## config.mk

```make
export PLATFORM = sky130hd
export DESIGN_NAME = dns_a_record_extractor_core
export DESIGN_NICKNAME = d
export VERILOG_FILES = /design/src/hw/rtl/dnsa_pkg.sv /design/src/hw/rtl/dns_a_record_extractor_core.sv
export SDC_FILE = /design/constraint.sdc
export NUM_CORES = 1
export LEC_CHECK = 0
export BUFFER_PORTS_ARGS = -buffer_cell sky130_fd_sc_hd__buf_4
export CAP_MARGIN = 30
export CORE_MARGIN = 10
export CORE_UTILIZATION = 65
export CTS_CLUSTER_SIZE = 10
export DETAILED_ROUTE_END_ITERATION = 8
export PLACE_DENSITY = 0.81
export SYNTH_ARGS = -nofsm -noshare
export SYNTH_HDL_FRONTEND = slang
export SYNTH_SLANG_ARGS = --single-unit
```

## constraint.sdc

```tcl
create_clock -name i_clk -period 10 [get_ports i_clk]
set_input_delay 2 -clock i_clk [delete_from_list [all_inputs] [get_ports i_clk]]
set_output_delay 2 -clock i_clk [all_outputs]
set_load 0.03 [all_outputs]
```

## src/hw/rtl/dnsa_pkg.sv

```systemverilog
`default_nettype none
package dnsa_pkg;

    // DNS message layout
    localparam int unsigned HEADER_BYTES        = 12;
    localparam int unsigned QUESTION_TAIL_BYTES = 4;
    localparam int unsigned RECORD_FIXED_BYTES  = 12;

    // header byte offsets of the answer count
    localparam logic [3:0] POS_ANCOUNT_HI = 4'd6;
    localparam logic [3:0] POS_ANCOUNT_LO = 4'd7;

    // record field offsets
    localparam logic [3:0] FLD_TYPE_HI  = 4'd2;
    localparam logic [3:0] FLD_TYPE_LO  = 4'd3;
    localparam logic [3:0] FLD_RDLEN_HI = 4'd10;
    localparam logic [3:0] FLD_RDLEN_LO = 4'd11;
    localparam logic [3:0] FLD_END      = 4'd12;

    localparam logic [15:0] TYPE_A         = 16'd1;
    localparam logic [2:0]  ADDR_BYTES     = 3'd4;
    localparam logic [7:0]  QNAME_LEN_RST  = 8'd1;

    // one result request
    typedef struct packed {
        logic [31:0] address;
        logic [7:0]  answer_index;
    } t_result;

endpackage
`default_nettype wire

```

## src/hw/rtl/dns_a_record_extractor_core.sv

```systemverilog
// A result is registered when the request with an A record's last address byte
//   is accepted. A two-entry output buffer keeps input flowing while one waits.
// Throughput: one byte per cycle while o_ready is high, which holds unless both
//   entries are full; the byte parser state updates in a single pass.
// Reset (synchronous, active low) clears the parser and the output buffer and
//   sets the name length register to 1.
`default_nettype none
module dns_a_record_extractor_core #(
    parameter int unsigned MAX_PACKET_BYTES = 512
) (
    input  wire logic        i_clk,
    input  wire logic        i_rst_n,
    // byte stream
    input  wire logic        i_valid,
    output logic             o_ready,
    input  wire logic [7:0]  i_data_byte,
    input  wire logic        i_last,
    // results
    output logic             o_valid,
    input  wire logic        i_ready,
    output logic [31:0]      o_address,
    output logic [7:0]       o_answer_index,
    // configuration
    input  wire logic        i_cfg_valid,
    output logic             o_cfg_ready,
    input  wire logic [7:0]  i_cfg_question_name_length
);
    import dnsa_pkg::*;

    localparam int unsigned POS_W = $clog2(MAX_PACKET_BYTES + 1);
    localparam logic [POS_W-1:0] POS_MAX = POS_W'(MAX_PACKET_BYTES);
    localparam int unsigned AS_W = (POS_W > 9) ? POS_W : 9;

    logic [7:0]       r_qname_len;
    logic [POS_W-1:0] r_byte_pos,  n_byte_pos;
    logic [15:0]      r_ancount,   n_ancount;
    logic [15:0]      r_seen,      n_seen;
    logic [3:0]       r_fld_pos,   n_fld_pos;
    logic [15:0]      r_rtype,     n_rtype;
    logic [15:0]      r_data_rem,  n_data_rem;
    logic [2:0]       r_taken,     n_taken;
    logic [31:0]      r_addr_sh,   n_addr_sh;

    logic             produce;
    t_result          res;
    logic             in_acc;
    logic [AS_W-1:0]  answers_start;
    logic [15:0]      rem_dec;
    logic [31:0]      sh_next;

    logic             r_out_valid, r_skd_valid;
    t_result          r_out, r_skd;
    logic             pop;

    assign o_cfg_ready = 1'b1;
    assign o_ready     = !r_skd_valid;
    assign in_acc      = i_valid && o_ready;
    assign pop         = r_out_valid && i_ready;

    assign answers_start = AS_W'(HEADER_BYTES + QUESTION_TAIL_BYTES) + AS_W'(r_qname_len);
    assign rem_dec       = r_data_rem - 16'd1;
    assign sh_next       = {r_addr_sh[23:0], i_data_byte};

    // configuration register
    always_ff @(posedge i_clk) begin
        if (!i_rst_n) begin
            r_qname_len <= QNAME_LEN_RST;
        end else if (i_cfg_valid) begin
            r_qname_len <= i_cfg_question_name_length;
        end
    end

    // byte parser, one byte per pass
    always_comb begin
        n_byte_pos = r_byte_pos;
        n_ancount  = r_ancount;
        n_seen     = r_seen;
        n_fld_pos  = r_fld_pos;
        n_rtype    = r_rtype;
        n_data_rem = r_data_rem;
        n_taken    = r_taken;
        n_addr_sh  = r_addr_sh;
        produce    = 1'b0;
        res.address      = sh_next;
        res.answer_index = r_seen[7:0];

        if (r_byte_pos < POS_MAX) begin
            n_byte_pos = r_byte_pos + 1'b1;
            if (AS_W'(r_byte_pos) < answers_start) begin
                // header and question
                if (r_byte_pos == POS_W'(POS_ANCOUNT_HI)) begin
                    n_ancount = {i_data_byte, r_ancount[7:0]};
                end else if (r_byte_pos == POS_W'(POS_ANCOUNT_LO)) begin
                    n_ancount = {r_ancount[15:8], i_data_byte};
                end
            end else if (r_seen < r_ancount) begin
                if (r_fld_pos < FLD_END) begin
                    // fixed record fields
                    n_fld_pos = r_fld_pos + 4'd1;
                    case (r_fld_pos)
                        FLD_TYPE_HI:  n_rtype    = {i_data_byte, r_rtype[7:0]};
                        FLD_TYPE_LO:  n_rtype    = {r_rtype[15:8], i_data_byte};
                        FLD_RDLEN_HI: n_data_rem = {i_data_byte, r_data_rem[7:0]};
                        FLD_RDLEN_LO: begin
                            n_data_rem = {r_data_rem[15:8], i_data_byte};
                            if ({r_data_rem[15:8], i_data_byte} == 16'd0) begin
                                n_seen     = r_seen + 16'd1;
                                n_fld_pos  = '0;
                                n_rtype    = '0;
                                n_data_rem = '0;
                                n_taken    = '0;
                                n_addr_sh  = '0;
                            end
                        end
                        default: ;
                    endcase
                end else begin
                    // record data
                    n_data_rem = rem_dec;
                    if (r_rtype == TYPE_A && r_taken < ADDR_BYTES) begin
                        n_addr_sh = sh_next;
                        n_taken   = r_taken + 3'd1;
                        produce   = (r_taken + 3'd1) == ADDR_BYTES;
                    end
                    if (rem_dec == 16'd0) begin
                        n_seen     = r_seen + 16'd1;
                        n_fld_pos  = '0;
                        n_rtype    = '0;
                        n_data_rem = '0;
                        n_taken    = '0;
                        n_addr_sh  = '0;
                    end
                end
            end
        end

        // end of packet clears the parser
        if (i_last) begin
            n_byte_pos = '0;
            n_ancount  = '0;
            n_seen     = '0;
            n_fld_pos  = '0;
            n_rtype    = '0;
            n_data_rem = '0;
            n_taken    = '0;
            n_addr_sh  = '0;
        end
    end

    // parser state
    always_ff @(posedge i_clk) begin
        if (!i_rst_n) begin
            r_byte_pos <= '0;
            r_ancount  <= '0;
            r_seen     <= '0;
            r_fld_pos  <= '0;
            r_rtype    <= '0;
            r_data_rem <= '0;
            r_taken    <= '0;
            r_addr_sh  <= '0;
        end else if (in_acc) begin
            r_byte_pos <= n_byte_pos;
            r_ancount  <= n_ancount;
            r_seen     <= n_seen;
            r_fld_pos  <= n_fld_pos;
            r_rtype    <= n_rtype;
            r_data_rem <= n_data_rem;
            r_taken    <= n_taken;
            r_addr_sh  <= n_addr_sh;
        end
    end

    // output register plus skid entry
    always_ff @(posedge i_clk) begin
        if (!i_rst_n) begin
            r_out_valid <= 1'b0;
            r_skd_valid <= 1'b0;
        end else begin
            if (pop) begin
                if (r_skd_valid) begin
                    r_out_valid <= 1'b1;
                    r_skd_valid <= 1'b0;
                end else begin
                    r_out_valid <= in_acc && produce;
                end
            end else if (in_acc && produce) begin
                if (r_out_valid) begin
                    r_skd_valid <= 1'b1;
                end else begin
                    r_out_valid <= 1'b1;
                end
            end
        end
    end

    always_ff @(posedge i_clk) begin
        if (pop) begin
            r_out <= r_skd_valid ? r_skd : res;
        end else if (in_acc && produce) begin
            if (r_out_valid) begin
                r_skd <= res;
            end else begin
                r_out <= res;
            end
        end
    end

    assign o_valid        = r_out_valid;
    assign o_address      = r_out.address;
    assign o_answer_index = r_out.answer_index;

    // checks
    a_skid_needs_out: assert property (@(posedge i_clk) disable iff (!i_rst_n)
        r_skd_valid |-> r_out_valid)
        else $error("skid entry holds a result while output register is empty");

    a_pos_bound: assert property (@(posedge i_clk) disable iff (!i_rst_n)
        r_byte_pos <= POS_MAX)
        else $error("byte position passed the packet size limit");

    a_last_clears: assert property (@(posedge i_clk) disable iff (!i_rst_n)
        (in_acc && i_last) |=> (r_byte_pos == '0 && r_seen == '0 && r_taken == '0))
        else $error("parser not cleared after last byte");

    a_taken_bound: assert property (@(posedge i_clk) disable iff (!i_rst_n)
        r_taken <= ADDR_BYTES && r_fld_pos <= FLD_END)
        else $error("record counters out of range");

    a_produce_full: assert property (@(posedge i_clk) disable iff (!i_rst_n)
        (in_acc && produce) |-> (r_rtype == TYPE_A && r_taken == ADDR_BYTES - 3'd1))
        else $error("result raised without a full A record address");

endmodule
`default_nettype wire

```

After elaboration in Yosys (flattened, before gate mapping). Index checks and enable logic that the tools add are counted.

Register bits after elaboration: 195. Latch bits: 0. Memory bits (writable): 0. Bits in read-only memories: 0. Bits of input ports: 22. Output and inout bits: 43. Logic and storage cells: 149. Memories kept: 0.

Add/sub/neg operators: 6. Multipliers: 0. Divide/modulo/power cells: 0. Magnitude comparators: 5. Equal/unequal tests: 20. Shift-type cells: 0. Mux-type cells: 69. Bitwise gates (word level): 2. Reduce and logical (&&, ||, !) cells: 29.

Operators with widths (count): $mux W16 (26); $mux W24 (9); $mux W40 (4); $pmux W16 S3 (1); $logic_not A16 Y1 (2); $mux W4 (8); $pmux W16 S2 (1); $mux W3 (9); $eq A10 B3 Y1 const B (2); $mux W10 (2); $add A16 B1 Y16 const B (1); $eq A16 B1 Y1 const B (1); $lt A16 B16 Y1 (1); $reduce_and A8 Y1 (2); $sub A16 B1 Y16 const B (1); $reduce_and A7 Y1 (2); $ne A4 B2 Y1 const B (3); $reduce_and A6 Y1 (2); $reduce_bool A2 Y1 (6); $add A10 B1 Y10 const B (1); $lt A10 B10 Y1 const B (1); $lt A10 B9 Y1 (1); $reduce_and A5 Y1 (2); $add A5 B8 Y9 const A (1); other kinds (23) (42).

Longest topological paths before layout. Gate-level depths: netlist of run 1.

Word-level depth: 10. Mapped depth: 12. Mapped depth without buffers: 10.

Least setup slack after synthesis of run 1. No wires, ideal clock.

Kind: input -> register. Start point: input port i_valid. End point: register r_out (netlist bit o_address[0]), enable pin. Library setup time: 493 ps. Data arrival time: 5828 ps. Required time: 9507 ps. Setup slack: 3679 ps. Stages on the path: 6. Buffers on the path: 0. Cells stage by stage: nor4b_1 -> o211ai_1 -> a21oi_1 -> nand2_1 -> or3_1 -> o21ai_0.

Longest elaborated chain between the ends: 4.

Ends and longest elaborated chain: start: declaration (RTL line dns_a_record_extractor_core.sv:14) `input wire logic i_valid,`; $logic_and A1 B1 Y1 (RTL line dns_a_record_extractor_core.sv:57) `assign in_acc = i_valid && o_ready;`; $logic_and A1 B1 Y1 (RTL line dns_a_record_extractor_core.sv:199) `end else if (in_acc && produce) begin`; $reduce_bool A2 Y1 (no source line); $reduce_and A2 Y1 (no source line); end signal: assignment (RTL line dns_a_record_extractor_core.sv:198) `r_out <= r_skd_valid ? r_skd : res;`; end signal: assignment (RTL line dns_a_record_extractor_core.sv:203) `r_out <= res;`; end: declaration (RTL line dns_a_record_extractor_core.sv:52) `t_result r_out, r_skd;`.

Every way passes these cells. A chain may end at the register's enable or synchronous reset.

==> flow_summary.toml, run 1 <==
[clock_network]
post_cts_buffers = 0
numClockSinks = 195
cts_buffers = 17
ctsResizeCount = 0
clk_pin_slew_ps = 70
clock_path_buffers = 2
cts_tree = "done"
clockRootBuffer = "clkbuf_16"
insertion_delay_ps = 440
holdBufCountCts = 0
h-tree-depth = 4

[synthesis]
synthMuxAreaShare = 0.08620
synth_top_family_by_area = "simple AND/OR/NAND/NOR gates"
synth-simple-area-share = 0.1506
syn_area_per_cell_um2 = 10.76
syn-cell-area_mm2 = 0.009057
yosys_warnings = 0
syn_inst = 842
synth_fa_ha_area_frac = 0.04559
synth_edf_count = 80
synthArstFlopShare = 0
synthFlopType = "dfxtp_1"
synth-xor-area-share = 0.01160
synth_top_cell_by_area = "edfxtp_1"
synth-seq-area-share = 0.5194
synth_nets = 897
ys_types = 73
synth_area_leaders = "edfxtp_1 27%, dfxtp_1 25%, mux2_2 5.0%"
ys_seq_elements = 195
synth_top_cell_area_share = 0.2652
synth_compound_area_frac = 0.1475

[global_routing]
grt_pass1_vias = 6873
grt_usage = 0.2242
grt.overflow.total = 0
antenna_found_initial = 0
grt_pass1_wl_um = 35760
grt_max_degree = 60

[route]
initialDrtViolationCount = 667
dr_total_vias = 7018
avgRoutedWirePerCell_um = 20.34
first_pass_iters = 5
via_per_inst = 6.510
drcViolationCount = 0
ant_nets = 0
routed_wl_um = 21930

[timing]
hold_ws_ps = 465.2
finalHoldViolCount = 0
layout_min_cycle_time_ps = 3910
setup_viol = 0
fmax_mhz = 255.8
period_share = 0.3910
relSlewSlack = 0.3326
fin_skew_ps = 10.77
worstMarginPinSlew_ps = 987.7
worst_slack_ps = 6090
fin_tns_setup_ps = 0
slew_viol_final = 0
grt_setup_unrepaired = "false"

[worst_setup_path]
arrival_ps = 4270
ff2ff_path_depth = 9
cp-startpoint = "i_rst_n"
cp-end-kind = "register"
required_ps = 10360
critPathKind = "in -> reg"
reg2reg_to = "o_address[8]"
critPathMaxFanout = 59
cp-start-kind = "input port"
r2r_start = "r_qname_len[4]"
r2r_setup_slack_ps = 6760
crit_end = "r_rtype[7]"

[final_layout]
final_common_cell = "dfxtp_1"
final_nets = 940
final_cell_mix = "115 x dfxtp_1, 80 x edfxtp_1, 78 x nand2_1"
fillers = 892
area_delta_synth_final_pct = 13.43
drive_gt1_frac = 0.1804
antennaDiodeCount = 0

[power]
p_leak_uw = 0.003773
p_clk_frac = 0.423
power_uw = 1617
ir_drop_mv = 0.08857
p_sw_uw = 371.2
pwr-share-seq = 0.516
p_int_uw = 1246
powerDensity_mw_per_mm2 = 157.4
power_frac_comb = 0.061
p_sw_frac = 0.2296

[floorplanning]
dieArea_mm2 = 0.01906
die_w_um = 138.0
coreArea_mm2 = 0.01377
die_y_um = 138.0
initial_core_util = 0.6576
ioPinCount = 65
num_rows = 43

[run_status]
status = "finished clean"

[hold_path]
min-delay-path-class = "reg -> reg"

[placed_design]
dp_hpwl_um = 14380
pre_cts_slack_ps = 5530
placement.io_buffers = 63
place.gp.congestion = 0.8917

[run]
max_cap_violations = 0
==> stage by stage <==
step                      instances  utilization  area, um^2
after global routing           1078       0.7459       10270
after CTS                      1077       0.7441       10250
after detailed placement       1045       0.7013        9659
final                          1078       0.7459       10270
after global placement         1041       0.6964        9592
after floorplan                 842            -        9057
==> how the worst min path moves through the flow <==
stage,end,startpoint,depth (start not counted),slack (ps)
3_5_place_dp,r_skd[32],r_addr_sh[16],0,450
5_1_grt,r_skd[32],r_addr_sh[16],0,490
3_3_place_gp,r_rtype[3],r_rtype[3],2,440
2_1_floorplan,r_skd[32],r_addr_sh[16],0,420
4_1_cts,r_rtype[14],r_rtype[14],2,460
6_report,r_ancount[14],r_ancount[14],2,470
==> cells by family (layout without fill, tap and decap cells) <==
family          Yosys count  in the layout
other cells               1              1
mux                      73             73
fa+ha+maj                33             33
flops                   195            195
simple gates            262            262
xor+xnor                 12             12
compound gates          182            182
buf+inv                  84            140
==> cell type report <==
class | count | area (um^2) | area share
flip-flops and latches | 195 | 4705 | 0.4579
multi-input cells | 563 | 4024 | 0.3917
repair buffers | 72 | 595.6 | 0.05797
clock buffers | 21 | 450.4 | 0.04384
well taps | 180 | 225.2 | 0.02192
clock inverters | 11 | 138.9 | 0.01352
inverters | 36 | 135.1 | 0.01315
==> layer usage <==
| metal | GRT usage | vias up | part of all wire |
|---|---|---|---|
| met2 | 0.3710 | 352 | 0.49 |
| met5 | 0 | - | 0 |
| met3 | 0.04829 | 68 | 0.071 |
| li1 | - | 3244 | - |
| met1 | 0.2739 | 3354 | 0.41 |
| met4 | 0.1038 | 0 | 0.031 |
==> power groups by stage <==
stage | Combinational [uW] | Clock [uW] | Sequential (uW)
floorplan | 70.9 | 0 | 851
global placement | 93.2 | 0 | 852
detailed placement | 95.8 | 0 | 853
CTS | 96.9 | 691 | 835
global route | 107 | 725 | 836
finish | 98.2 | 684 | 835
==> worst max-delay path, stage by stage <==
cell,delay (ps)
buf_4,500
inv_2,510
nor3_1,880
nand2_1,140
mux2i_1,200
==> sequential cells by signal, summed over array words and instances, names as in the netlist <==
| register | cells |
|---|---|
| o_answer_index | 8 |
| r_skd | 40 |
| r_seen | 16 |
| r_skd_valid | 1 |
| r_fld_pos | 4 |
| r_taken | 3 |
| r_byte_pos | 10 |
| r_ancount | 16 |
| r_data_rem | 16 |
| o_valid | 1 |
| r_addr_sh | 24 |
| r_qname_len | 8 |
| o_address | 32 |
| r_rtype | 16 |
==> synth_stat cells (6+ instances only) <==
cell type and count:
buf_1 9, o21a_1 6, a32o_1 28, o31ai_1 13
nor2_1 59, edfxtp_1 80, mux2i_1 33, a21oi_1 46
clkbuf_1 23, or3_1 6, buf_2 13, ha_1 33
inv_1 35, xor2_1 8, a22oi_1 12, nand4_1 16
dfxtp_1 115, a211oi_1 7, or4_1 12, o21ai_0 17
nand2_1 78, nor3_1 15, and3_1 16, nand3_1 17
nor4_1 8, mux2_2 40
Note: power is estimated with default switching activity, not from simulation.
==> run 2, diff against run 1 <==
CORE_UTILIZATION = 60   (was 65)
PLACE_DENSITY = 0.75   (was 0.81)
clock period = 4 ns   (was 10 ns; I/O delays follow)
==> flow_summary.toml, run 2 (same netlist as run 1, synthesis figures left out) <==
[run_status]
status = "finished clean"

[timing]
fin_skew_ps = 12.56
finalHoldViolCount = 0
period_share = 0.8140
fin_tns_setup_ps = 0
grt_setup_unrepaired = "false"
worstMarginPinSlew_ps = 1057
layout_min_cycle_time_ps = 3256
setup_viol = 0
relSlewSlack = 0.2857
slew_viol_final = 0
fmax_mhz = 307.1

[power]
p_int_uw = 2995
p_sw_frac = 0.2511
p_clk_frac = 0.416
ir_drop_mv = 0.2703
powerDensity_mw_per_mm2 = 387.8
power_frac_comb = 0.062
p_leak_uw = 0.003784
pwr-share-seq = 0.522
p_sw_uw = 1004

[worst_setup_path]
cp-start-kind = "register"
arrival_ps = 3340
critPathKind = "reg -> reg"
critPathMaxFanout = 40
crit_chain = "ha_1 -> xnor2_1 -> ha_1 -> nand3_1 -> o31a_1 -> and2_1 -> or3_1 -> nor3_4 -> buf_4"
cp_slowest_cell = "or3_1"
slowest_delay_ps = 520
required_ps = 4080
crit_path_frequent_cell = "ha_1"
cp-end-kind = "register"

[route]
avgRoutedWirePerCell_um = 20.04
dr_total_vias = 6884
via_per_inst = 6.327
first_pass_iters = 5
drcViolationCount = 0
ant_nets = 0
initialDrtViolationCount = 588
routed_wl_um = 21810

[final_layout]
register_area_mm2 = 0.004705
largest_reg_flops = 40
final_nets = 946
final_util = 0.7042
fillers = 1063
antennaDiodeCount = 0
drive_gt1_frac = 0.1892
max_flop_register = "r_skd"
area_delta_synth_final_pct = 13.86
final_common_cell = "dfxtp_1"
final_cell_mix = "115 x dfxtp_1, 80 x edfxtp_1, 78 x nand2_1"
multi_input_area_mm2 = 0.004030

[global_routing]
antenna_found_initial = 0
grt_max_degree = 46
grt_usage = 0.2137
grt_pass1_wl_um = 34790
grt.overflow.total = 0
grt_pass1_vias = 6726

[floorplanning]
dieArea_mm2 = 0.02041
die_w_um = 142.9
num_rows = 44
ioPinCount = 65
initial_core_util = 0.6185
die_y_um = 142.9
coreArea_mm2 = 0.01464

[clock_network]
insertion_delay_ps = 440
post_cts_buffers = 0
holdBufCountCts = 0
cts_buffers = 17
clk_pin_slew_ps = 70
cts_tree = "done"
ctsResizeCount = 0
h-tree-depth = 4
clockRootBuffer = "clkbuf_16"
numClockSinks = 195
clock_path_buffers = 2

[hold_path]
min-delay-path-class = "reg -> reg"

[placed_design]
place.gp.congestion = 0.9371
placement.io_buffers = 63
dp_hpwl_um = 14520

[run]
max_cap_violations = 0
## run 2: stage by stage
step	worst slack, ps	hold WS (ps)	instances	power, uW	cell area [um^2]
after floorplan	36.69	424.9	842	2305	9066
after global placement	909.2	437.4	1054	2370	9671
after detailed placement	757.5	454.1	1055	2377	9698
after CTS	744.7	464.0	1087	4022	10280
after global routing	594.5	482.0	1088	4125	10310
final	743.8	462.2	1088	3999	10310
## run 2: power by group through the flow
stage,Combinational (uW),Sequential [uW],Clock [uW]
final,249,2090,1660
after CTS,246,2090,1690
after floorplan,177,2130,0
after global routing,272,2090,1760
after detailed placement,245,2130,0
after global placement,239,2130,0
## run 2: worst paths after layout
check	start	endpoint	slack, ps	cells past startpoint
setup / recovery	r_qname_len[4]	r_skd[24]	740	9
hold / removal	r_ancount[14]	r_ancount[14]	460	2
setup reg to reg	r_qname_len[4]	r_skd[24]	740	9
hold reg to reg	r_ancount[14]	r_ancount[14]	460	2
## run 2: layout make-up
class / count / share of cell area
timing repair buffer: 78 / 0.06066
sequential: 195 / 0.4562
multi-input combinational: 563 / 0.3908
tap: 184 / 0.02232
clock buffer: 17 / 0.04125
inverter: 36 / 0.01310
clock inverter: 15 / 0.01565
## run 2: critical path: cells and delay by family, from the launching register on
family	cells	cell delay, ps
simple gates	4	1000
fa+ha+maj	2	540
buf+inv	1	490
compound gates	1	360
flops	1	350
xor+xnor	1	140
## run 2: metal layers
layer	vias up	routed length, um	global-route usage
met3	37	1074	0.04245
met4	0	389	0.07546
met2	210	11080	0.3686
met1	3373	9264	0.2606
met5	-	0	0
li1	3264	-	-
